--- src/hdl/tlg_pkg.sv ---
// tlg_pkg: shared constants, codes and types for the toroidal life block.
// No dependencies.
package tlg_pkg;

   localparam int GRID_ROWS = 32;
   localparam int GRID_COLS = 32;

   localparam int ROW_W = $clog2(GRID_ROWS);
   localparam int COL_W = $clog2(GRID_COLS);

   // Both grids live in one row-wide RAM, grid select is the address MSB.
   localparam int RAM_AW    = ROW_W + 1;
   localparam int RAM_DEPTH = 2 ** RAM_AW;

   localparam int ACTION_W = 2;
   localparam int FIELD_W  = 5;
   localparam int GEN_W    = 16;

   localparam int NBR_CNT_W     = 4;
   localparam int BIRTH_COUNT   = 3;
   localparam int SURVIVE_COUNT = 2;

   localparam logic [ACTION_W-1:0] ACT_WRITE = 2'd0;
   localparam logic [ACTION_W-1:0] ACT_READ  = 2'd1;
   localparam logic [ACTION_W-1:0] ACT_STEP  = 2'd2;

   typedef enum logic [2:0] {
      ST_CLEAR,
      ST_IDLE,
      ST_CELL,
      ST_LOAD,
      ST_CELLS,
      ST_STORE,
      ST_SHIFT,
      ST_FINISH
   } state_type;

endpackage

--- src/hdl/tlg_req_if.sv ---
// tlg_req_if: request channel (valid/ready plus cell command payload).
// Depends on tlg_pkg.
interface tlg_req_if;
   logic                          valid;
   logic                          ready;
   logic [tlg_pkg::ACTION_W-1:0]  action;
   logic [tlg_pkg::FIELD_W-1:0]   row;
   logic [tlg_pkg::FIELD_W-1:0]   col;
   logic                          alive;

   modport source (output valid, output action, output row, output col, output alive,
                   input ready);
   modport sink   (input valid, input action, input row, input col, input alive,
                   output ready);
endinterface

--- src/hdl/tlg_rsp_if.sv ---
// tlg_rsp_if: response channel (valid/ready plus cell value and generation).
// Depends on tlg_pkg.
interface tlg_rsp_if;
   logic                       valid;
   logic                       ready;
   logic                       cell_value;
   logic [tlg_pkg::GEN_W-1:0]  generation;

   modport source (output valid, output cell_value, output generation, input ready);
   modport sink   (input valid, input cell_value, input generation, output ready);
endinterface

--- src/hdl/tlg_ram.sv ---
// tlg_ram: generic single-write, single-read RAM with registered read data.
// No dependencies.
module tlg_ram #(
   parameter int WIDTH = 1,
   parameter int DEPTH = 2
) (
   input  logic                     clock,
   input  logic                     wr_en,
   input  logic [$clog2(DEPTH)-1:0] wr_addr,
   input  logic [WIDTH-1:0]         wr_data,
   input  logic [$clog2(DEPTH)-1:0] rd_addr,
   output logic [WIDTH-1:0]         rd_data
);
   logic [WIDTH-1:0] mem_ff [DEPTH];
   logic [WIDTH-1:0] rd_data_ff;

   always_ff @(posedge clock) begin
      if (wr_en) begin
         mem_ff[wr_addr] <= wr_data;
      end
      rd_data_ff <= mem_ff[rd_addr];
   end

   assign rd_data = rd_data_ff;
endmodule

--- src/hdl/tlg_rule.sv ---
// tlg_rule: shared life rule unit, one cell per cycle from its 3x3 window.
// Depends on tlg_pkg.
module tlg_rule (
   input  logic       self_alive,
   input  logic [7:0] nbrs,
   output logic       next_alive
);
   logic [tlg_pkg::NBR_CNT_W-1:0] count;

   always_comb begin
      count = '0;
      for (int i = 0; i < 8; i++) begin
         count = count + tlg_pkg::NBR_CNT_W'(nbrs[i]);
      end
      next_alive = (count == tlg_pkg::NBR_CNT_W'(tlg_pkg::BIRTH_COUNT)) ||
                   (self_alive && (count == tlg_pkg::NBR_CNT_W'(tlg_pkg::SURVIVE_COUNT)));
   end
endmodule

--- src/hdl/toroidal_life_generation.sv ---
// Toroidal life engine: read/write runs through ST_CELL and ST_FINISH, which
// registers the response; no new request is taken until the block is idle again.
// Step: ST_LOAD fetches the last row, row 0 and row 1 into the window, then
// one cell per cycle through the shared rule unit, plus ST_STORE and ST_SHIFT
// per row, then ST_FINISH. One request in flight; ready only while idle, and a
// finished request waits while the previous response is still unaccepted.
// Reset (synchronous): clears control state, then sweeps all 2**(ROW_W+1) rows
// of the row RAM (64 for 32 rows) to zero before the first request is taken.
// Depends on tlg_pkg, tlg_req_if, tlg_rsp_if, tlg_ram, tlg_rule.
module toroidal_life_generation (
   input  logic       clock,
   input  logic       reset,
   tlg_req_if.sink    req_bus,
   tlg_rsp_if.source  rsp_bus
);
   localparam int ROW_W  = tlg_pkg::ROW_W;
   localparam int COL_W  = tlg_pkg::COL_W;
   localparam int COLS   = tlg_pkg::GRID_COLS;
   localparam int RAM_AW = tlg_pkg::RAM_AW;
   localparam int GEN_W  = tlg_pkg::GEN_W;

   // control state
   tlg_pkg::state_type state_ff, state_in;
   logic [RAM_AW-1:0]  clear_addr_ff, clear_addr_in;
   logic               sel_ff, sel_in;          // current grid
   logic [GEN_W-1:0]   gen_ff, gen_in;
   logic               rsp_valid_ff, rsp_valid_in;

   // datapath registers
   logic [tlg_pkg::ACTION_W-1:0] action_ff, action_in;
   logic [ROW_W-1:0]   row_ff, row_in;
   logic [COL_W-1:0]   col_ff, col_in;
   logic               alive_ff, alive_in;
   logic               inside_ff, inside_in;
   logic               value_ff, value_in;
   logic [ROW_W-1:0]   row_cnt_ff, row_cnt_in;
   logic [COL_W-1:0]   col_cnt_ff, col_cnt_in;
   logic [1:0]         load_cnt_ff, load_cnt_in;
   logic [COLS-1:0]    up_ff, up_in, mid_ff, mid_in, dn_ff, dn_in, nxt_ff, nxt_in;
   logic               rsp_cell_ff, rsp_cell_in;
   logic [GEN_W-1:0]   rsp_gen_ff, rsp_gen_in;

   // RAM port
   logic               wr_en;
   logic [RAM_AW-1:0]  wr_addr;
   logic [COLS-1:0]    wr_data;
   logic [RAM_AW-1:0]  rd_addr;
   logic [COLS-1:0]    rd_data;

   // cell window
   logic [COL_W-1:0]   lf, rt;
   logic [7:0]         nbrs;
   logic               self_alive;
   logic               rule_next;
   logic [ROW_W:0]     row_plus2;
   logic [COLS-1:0]    merged;
   logic               req_inside;

   tlg_ram #(
      .WIDTH (COLS),
      .DEPTH (tlg_pkg::RAM_DEPTH)
   ) u_ram (
      .clock   (clock),
      .wr_en   (wr_en),
      .wr_addr (wr_addr),
      .wr_data (wr_data),
      .rd_addr (rd_addr),
      .rd_data (rd_data)
   );

   tlg_rule u_rule (
      .self_alive (self_alive),
      .nbrs       (nbrs),
      .next_alive (rule_next)
   );

   // neighborhood wraps at both column edges; rows wrap via up/dn row fetch
   always_comb begin
      lf = (col_cnt_ff == '0) ? COL_W'(COLS - 1) : col_cnt_ff - COL_W'(1);
      rt = (col_cnt_ff == COL_W'(COLS - 1)) ? '0 : col_cnt_ff + COL_W'(1);
      nbrs = {up_ff[lf], up_ff[col_cnt_ff], up_ff[rt],
              mid_ff[lf], mid_ff[rt],
              dn_ff[lf], dn_ff[col_cnt_ff], dn_ff[rt]};
      self_alive = mid_ff[col_cnt_ff];
   end

   // row to fetch as the new bottom row after storing row_cnt
   always_comb begin
      row_plus2 = {1'b0, row_cnt_ff} + (ROW_W + 1)'(2);
      if (row_plus2 >= (ROW_W + 1)'(tlg_pkg::GRID_ROWS)) begin
         row_plus2 = row_plus2 - (ROW_W + 1)'(tlg_pkg::GRID_ROWS);
      end
   end

   assign req_inside = (32'(req_bus.row) < tlg_pkg::GRID_ROWS) &&
                       (32'(req_bus.col) < tlg_pkg::GRID_COLS);

   // cell write: patch one bit into the fetched row
   always_comb begin
      merged = rd_data;
      merged[col_ff] = alive_ff;
   end

   // sequencer: next state, register next values, RAM control
   always_comb begin
      state_in      = state_ff;
      clear_addr_in = clear_addr_ff;
      sel_in        = sel_ff;
      gen_in        = gen_ff;
      action_in     = action_ff;
      row_in        = row_ff;
      col_in        = col_ff;
      alive_in      = alive_ff;
      inside_in     = inside_ff;
      value_in      = value_ff;
      row_cnt_in    = row_cnt_ff;
      col_cnt_in    = col_cnt_ff;
      load_cnt_in   = load_cnt_ff;
      up_in         = up_ff;
      mid_in        = mid_ff;
      dn_in         = dn_ff;
      nxt_in        = nxt_ff;
      rsp_cell_in   = rsp_cell_ff;
      rsp_gen_in    = rsp_gen_ff;
      rsp_valid_in  = rsp_valid_ff && !rsp_bus.ready;

      req_bus.ready = 1'b0;
      wr_en   = 1'b0;
      wr_addr = {sel_ff, row_ff};
      wr_data = merged;
      rd_addr = {sel_ff, row_cnt_ff};

      case (state_ff)
         tlg_pkg::ST_CLEAR: begin
            wr_en   = 1'b1;
            wr_addr = clear_addr_ff;
            wr_data = '0;
            clear_addr_in = clear_addr_ff + RAM_AW'(1);
            if (clear_addr_ff == RAM_AW'(tlg_pkg::RAM_DEPTH - 1)) begin
               state_in = tlg_pkg::ST_IDLE;
            end
         end
         tlg_pkg::ST_IDLE: begin
            req_bus.ready = 1'b1;
            rd_addr = {sel_ff, ROW_W'(req_bus.row)};
            if (req_bus.valid) begin
               action_in = req_bus.action;
               row_in    = ROW_W'(req_bus.row);
               col_in    = COL_W'(req_bus.col);
               alive_in  = req_bus.alive;
               inside_in = req_inside;
               value_in  = 1'b0;
               case (req_bus.action)
                  tlg_pkg::ACT_WRITE,
                  tlg_pkg::ACT_READ: begin
                     state_in = tlg_pkg::ST_CELL;
                  end
                  tlg_pkg::ACT_STEP: begin
                     load_cnt_in = '0;
                     row_cnt_in  = '0;
                     state_in    = tlg_pkg::ST_LOAD;
                  end
                  default: begin
                     state_in = tlg_pkg::ST_FINISH;
                  end
               endcase
            end
         end
         tlg_pkg::ST_CELL: begin
            // fetched row of the addressed cell is on rd_data
            if (action_ff == tlg_pkg::ACT_READ) begin
               value_in = inside_ff && rd_data[col_ff];
            end else begin
               wr_en = inside_ff;
            end
            state_in = tlg_pkg::ST_FINISH;
         end
         tlg_pkg::ST_LOAD: begin
            // fetch last row, row 0, row 1; shift each into the window
            case (load_cnt_ff)
               2'd0:    rd_addr = {sel_ff, ROW_W'(tlg_pkg::GRID_ROWS - 1)};
               2'd1:    rd_addr = {sel_ff, ROW_W'(0)};
               default: rd_addr = {sel_ff, ROW_W'(1)};
            endcase
            if (load_cnt_ff != 2'd0) begin
               up_in  = mid_ff;
               mid_in = dn_ff;
               dn_in  = rd_data;
            end
            load_cnt_in = load_cnt_ff + 2'd1;
            if (load_cnt_ff == 2'd3) begin
               col_cnt_in = '0;
               state_in   = tlg_pkg::ST_CELLS;
            end
         end
         tlg_pkg::ST_CELLS: begin
            nxt_in[col_cnt_ff] = rule_next;
            col_cnt_in = col_cnt_ff + COL_W'(1);
            if (col_cnt_ff == COL_W'(COLS - 1)) begin
               state_in = tlg_pkg::ST_STORE;
            end
         end
         tlg_pkg::ST_STORE: begin
            // finished row goes to the other grid; fetch next bottom row
            wr_en   = 1'b1;
            wr_addr = {!sel_ff, row_cnt_ff};
            wr_data = nxt_ff;
            rd_addr = {sel_ff, row_plus2[ROW_W-1:0]};
            state_in = tlg_pkg::ST_SHIFT;
         end
         tlg_pkg::ST_SHIFT: begin
            up_in  = mid_ff;
            mid_in = dn_ff;
            dn_in  = rd_data;
            col_cnt_in = '0;
            if (row_cnt_ff == ROW_W'(tlg_pkg::GRID_ROWS - 1)) begin
               sel_in   = !sel_ff;
               gen_in   = gen_ff + GEN_W'(1);
               state_in = tlg_pkg::ST_FINISH;
            end else begin
               row_cnt_in = row_cnt_ff + ROW_W'(1);
               state_in   = tlg_pkg::ST_CELLS;
            end
         end
         tlg_pkg::ST_FINISH: begin
            // hold until the response slot is free
            if (!rsp_valid_ff || rsp_bus.ready) begin
               rsp_valid_in = 1'b1;
               rsp_cell_in  = value_ff;
               rsp_gen_in   = gen_ff;
               state_in     = tlg_pkg::ST_IDLE;
            end
         end
         default: begin
            state_in = tlg_pkg::ST_IDLE;
         end
      endcase
   end

   always_ff @(posedge clock) begin
      if (reset) begin
         state_ff      <= tlg_pkg::ST_CLEAR;
         clear_addr_ff <= '0;
         sel_ff        <= 1'b0;
         gen_ff        <= '0;
         rsp_valid_ff  <= 1'b0;
      end else begin
         state_ff      <= state_in;
         clear_addr_ff <= clear_addr_in;
         sel_ff        <= sel_in;
         gen_ff        <= gen_in;
         rsp_valid_ff  <= rsp_valid_in;
      end
   end

   always_ff @(posedge clock) begin
      action_ff   <= action_in;
      row_ff      <= row_in;
      col_ff      <= col_in;
      alive_ff    <= alive_in;
      inside_ff   <= inside_in;
      value_ff    <= value_in;
      row_cnt_ff  <= row_cnt_in;
      col_cnt_ff  <= col_cnt_in;
      load_cnt_ff <= load_cnt_in;
      up_ff       <= up_in;
      mid_ff      <= mid_in;
      dn_ff       <= dn_in;
      nxt_ff      <= nxt_in;
      rsp_cell_ff <= rsp_cell_in;
      rsp_gen_ff  <= rsp_gen_in;
   end

   assign rsp_bus.valid      = rsp_valid_ff;
   assign rsp_bus.cell_value = rsp_cell_ff;
   assign rsp_bus.generation = rsp_gen_ff;
endmodule

--- src/flat_wrapper.sv ---
// flat-port wrapper written by rule: the top's interface ports become plain ports
module toroidal_life_generation_flat 
  (clock, reset, req_bus_valid, req_bus_action, req_bus_row, req_bus_col, req_bus_alive, req_bus_ready, rsp_bus_valid, rsp_bus_cell_value, rsp_bus_generation, rsp_bus_ready);
  tlg_req_if req_bus_i ();
  tlg_rsp_if rsp_bus_i ();
  input  logic clock;
  input  logic reset;
  input wire logic [$bits(req_bus_i.valid)-1:0] req_bus_valid;
  input wire logic [$bits(req_bus_i.action)-1:0] req_bus_action;
  input wire logic [$bits(req_bus_i.row)-1:0] req_bus_row;
  input wire logic [$bits(req_bus_i.col)-1:0] req_bus_col;
  input wire logic [$bits(req_bus_i.alive)-1:0] req_bus_alive;
  output wire logic [$bits(req_bus_i.ready)-1:0] req_bus_ready;
  output wire logic [$bits(rsp_bus_i.valid)-1:0] rsp_bus_valid;
  output wire logic [$bits(rsp_bus_i.cell_value)-1:0] rsp_bus_cell_value;
  output wire logic [$bits(rsp_bus_i.generation)-1:0] rsp_bus_generation;
  input wire logic [$bits(rsp_bus_i.ready)-1:0] rsp_bus_ready;
  assign req_bus_i.valid = req_bus_valid;
  assign req_bus_i.action = req_bus_action;
  assign req_bus_i.row = req_bus_row;
  assign req_bus_i.col = req_bus_col;
  assign req_bus_i.alive = req_bus_alive;
  assign req_bus_ready = req_bus_i.ready;
  assign rsp_bus_valid = rsp_bus_i.valid;
  assign rsp_bus_cell_value = rsp_bus_i.cell_value;
  assign rsp_bus_generation = rsp_bus_i.generation;
  assign rsp_bus_i.ready = rsp_bus_ready;
  toroidal_life_generation u_core (.clock(clock), .reset(reset), .req_bus(req_bus_i), .rsp_bus(rsp_bus_i));
endmodule
--- config.mk ---
export PLATFORM = sky130hd
export DESIGN_NAME = toroidal_life_generation_flat
export DESIGN_NICKNAME = d
export VERILOG_FILES = /design/src/hdl/tlg_pkg.sv /design/src/hdl/tlg_req_if.sv /design/src/hdl/tlg_rsp_if.sv /design/src/hdl/tlg_ram.sv /design/src/hdl/tlg_rule.sv /design/src/hdl/toroidal_life_generation.sv /design/src/flat_wrapper.sv
export SDC_FILE = /design/constraint.sdc
export NUM_CORES = 2
export LEC_CHECK = 0
export BUFFER_PORTS_ARGS = -buffer_cell sky130_fd_sc_hd__buf_2
export CAP_MARGIN = 0
export CORE_MARGIN = 1
export CORE_UTILIZATION = 51
export CTS_CLUSTER_SIZE = 16
export DETAILED_ROUTE_END_ITERATION = 8
export GPL_ROUTABILITY_DRIVEN = 0
export PLACE_DENSITY = 0.69
export SYNTH_ARGS = -nofsm -noshare
export SYNTH_HDL_FRONTEND = slang
export SYNTH_HIERARCHICAL = 1
export SYNTH_SLANG_ARGS = --single-unit
--- constraint.sdc ---
create_clock -name clock -period 6.2 [get_ports clock]
set_input_delay 1.24 -clock clock [delete_from_list [all_inputs] [get_ports clock]]
set_output_delay 1.24 -clock clock [all_outputs]
set_load 0.02 [all_outputs]
==> impl_metrics.json <==
{
  "critPathKind": "flop to flop",
  "vias": 44500,
  "viasPerCell": 6.40,
  "drt_iter0_markers": 6024,
  "cts_buffers": 213,
  "synth-edff-count": 2219,
  "post_cts_resized": 0,
  "grt.total_usage": 0.246,
  "htreeDepth": 4,
  "cap_violations": 0,
  "slew_viol_final": 0,
  "dieArea_sq_um": 177000,
  "fin_skew_ns": 0.0231,
  "die_y_um": 421,
  "powerDensity_nw_per_um2": 305,
  "cts_tree": "built",
  "core_sq_um": 174000,
  "synth_area_leaders": "edfxtp_1 (74%), mux4_2 (15%), mux2i_1 (1.7%), dfxtp_1 (1.3%), nor2_1 (0.94%)",
  "fin_tns_setup_ns": 0,
  "pin_count": 36,
  "crit_fanout": 32,
  "hold_viol": 0,
  "clockBufferDepth": 3,
  "insertion_delay_ns": 0.85,
  "antenna_left": 0,
  "cp-start-kind": "flop",
  "drc": 0,
  "nNetsFinal": 4475,
  "min_period_ns": 5.78,
  "die_w_um": 421,
  "rsz0062_at_grt": "false",
  "syn_nets": 4285,
  "io_buffers": 35,
  "synth_ff_type": "edfxtp_1",
  "ys_async_sr_fraction": 0,
  "cp_data_arrival_time_ns": 6.46,
  "timing.final.crit_share": 0.933,
  "n_fill_cell": 12400,
  "synthDistinctLibCells": 62,
  "areaGrowthSynthToFinish_pct": 12.9,
  "dp_hpwl_um": 128000,
  "synthesis.instances": 4247,
  "drive_gt1_frac": 0.273,
  "hp-class": "flop to flop",
  "cts.sinks": 2278,
  "grt_pass1_vias": 44000,
  "clk_pin_slew_ns": 0.06,
  "drt-wirelength-per-cell_um": 31.4,
  "placed_cells": 6547,
  "synth_warnings": 6,
  "post-cts-setup-buffers": 0,
  "antenna_found_initial": 3,
  "max_slew_margin": 0.0229,
  "fmaxAchievable_ghz": 0.173,
  "seq_area_frac_synth": 0.757,
  "cp-end-kind": "flop",
  "synth_seq_cells": 2278,
  "initial_core_util": 0.514,
  "netlist_area_sq_um": 89600,
  "routed_wl_um": 218000,
  "yosysTopAreaCell": "edfxtp_1",
  "worst_slew_pin_slew_ns": 1.46,
  "num_rows": 153,
  "grt_max_degree": 77,
  "synth.top_cell.area_share": 0.744,
  "grt_first_pass_wirelength_um": 314000,
  "grt_overflow": 0,
  "drt_first_pass_iters": 6,
  "status": "completed",
  "layout.cells.non_filler": 6954,
  "leakage_nw": 29.9,
  "peakVddDrop_mv": 0.323,
  "finalSetupViolCount": 0,
  "synth_area_per_cell_sq_um": 21.1,
  "required_ns": 6.88,
  "cts-root-buf": "clkbuf_16",
  "cts_hold_buffers": 0
}
==> critical path, stage by stage (launching register included) <==
cell	delay [ns]
edfxtp_1	0.56
and3_1	0.22
ha_1	0.30
nand2b_1	0.35
buf_4	0.22
mux4_2	0.50
a211oi_1	0.26
a21o_1	0.11
inv_1	0.05
fa_1	0.56
fa_1	0.43
fa_1	0.51
inv_1	0.05
ha_1	0.21
fa_1	0.47
or2_1	0.28
a211oi_4	0.29
buf_12	0.22
==> stage by stage <==
| stage | hold WS, ns | worst slack (ns) | util | instance area (sq um) | power (W) |
|---|---|---|---|---|---|
| after global routing | 0.440 | 0.191 | 0.580 | 101000 | 0.0316 |
| after CTS | 0.426 | 0.451 | 0.580 | 101000 | 0.0310 |
| final | 0.426 | 0.418 | 0.580 | 101000 | 0.0309 |
| after global placement | 0.408 | 0.574 | 0.540 | 94000 | 0.0181 |
| after detailed placement | 0.408 | 0.508 | 0.540 | 94000 | 0.0181 |
| after floorplan | 0.400 | 0.0306 | - | 89600 | 0.0177 |
==> per-layer routing <==
metal,track usage,wire (um)
met1,0.357,85500
met2,0.377,102000
met3,0.0500,23100
met4,0.0838,7460
met5,0,0
==> registers in the layout, indices dropped and copies added (netlist names) <==
name / cells
u_core/action_ff: 2
u_core/alive_ff: 1
u_core/clear_addr_ff: 6
u_core/col_cnt_ff: 5
u_core/col_ff: 5
u_core/dn_ff: 32
u_core/gen_ff: 16
u_core/load_cnt_ff: 2
u_core/mid_ff: 32
u_core/nxt_ff: 32
u_core/row_cnt_ff: 5
u_core/row_ff: 5
u_core/rsp_bus.cell_value: 1
u_core/rsp_bus.generation: 16
u_core/rsp_bus.valid: 1
u_core/sel_ff: 1
u_core/state_ff: 3
u_core/u_ram/mem_ff: 2048
u_core/u_ram/rd_data: 32
u_core/up_ff: 32
u_core/value_ff: 1
==> cells in the mapped netlist (all sizes together) (18+ instances only) <==
cell type	instances
nor3	24
dfxtp	59
nand3	31
inv	38
nor2	226
clkbuf	105
nand2	127
edfxtp	2219
o22ai	90
a22oi	24
nand2b	21
mux2i	154
nor2b	30
a21oi	89
o221ai	28
mux4	607
buf	133
o21ai	52
a211oi	18
==> final cells by class <==
cell class | count | area [sq um] | area share
antenna | 3 | 7.51 | 0.0000743
clock buffer | 263 | 5700 | 0.0563
clock inverter | 141 | 1360 | 0.0134
multi-input combinational | 1693 | 21400 | 0.212
timing repair buffer | 213 | 1760 | 0.0174
tap | 2325 | 2910 | 0.0288
inverter | 38 | 143 | 0.00141
sequential | 2278 | 67800 | 0.671
==> cell families after synthesis <==
| kind of cell | synth area share |
|---|---|
| simple gates | 0.0268 |
| flops | 0.757 |
| mux | 0.171 |
| buf+inv | 0.0143 |
| xor+xnor | 0.00215 |
| fa+ha+maj | 0.00327 |
| compound gates | 0.0259 |
==> power breakdown <==
group / internal, W / total (W) / switching (W)
sequential: 0.0169 / 0.0170 / 0.0000918
clock: 0.00749 / 0.0131 / 0.00564
combinational: 0.000295 / 0.000791 / 0.000496
==> cell usage in the layout, fill, tap and decap left out, types with 27 or more instances in the layout <==
| cell type | instances |
|---|---|
| o22ai_1 | 90 |
| nor2_1 | 162 |
| o21ai_4 | 33 |
| nand2_1 | 126 |
| nand3_1 | 31 |
| dfxtp_1 | 59 |
| mux2i_1 | 154 |
| buf_4 | 158 |
| clkinv_1 | 40 |
| clkbuf_1 | 39 |
| o221ai_1 | 27 |
| buf_2 | 35 |
| clkbuf_16 | 219 |
| inv_1 | 35 |
| edfxtp_1 | 2219 |
| nor2_4 | 62 |
| a21oi_1 | 86 |
| mux4_2 | 603 |
| nor2b_1 | 30 |
| clkinv_2 | 50 |
==> path summary, 6_finish.rpt <==
path,startpoint,to,slack (ns),cells past startpoint
min,u_core/value_ff,u_core/rsp_bus.cell_value,0.43,0
max reg2reg,u_core/col_cnt_ff[3],u_core/nxt_ff[14],0.42,17
max,u_core/col_cnt_ff[3],u_core/nxt_ff[14],0.42,17
min reg2reg,u_core/value_ff,u_core/rsp_bus.cell_value,0.43,0
Note: power is estimated with default switching activity, not from simulation.
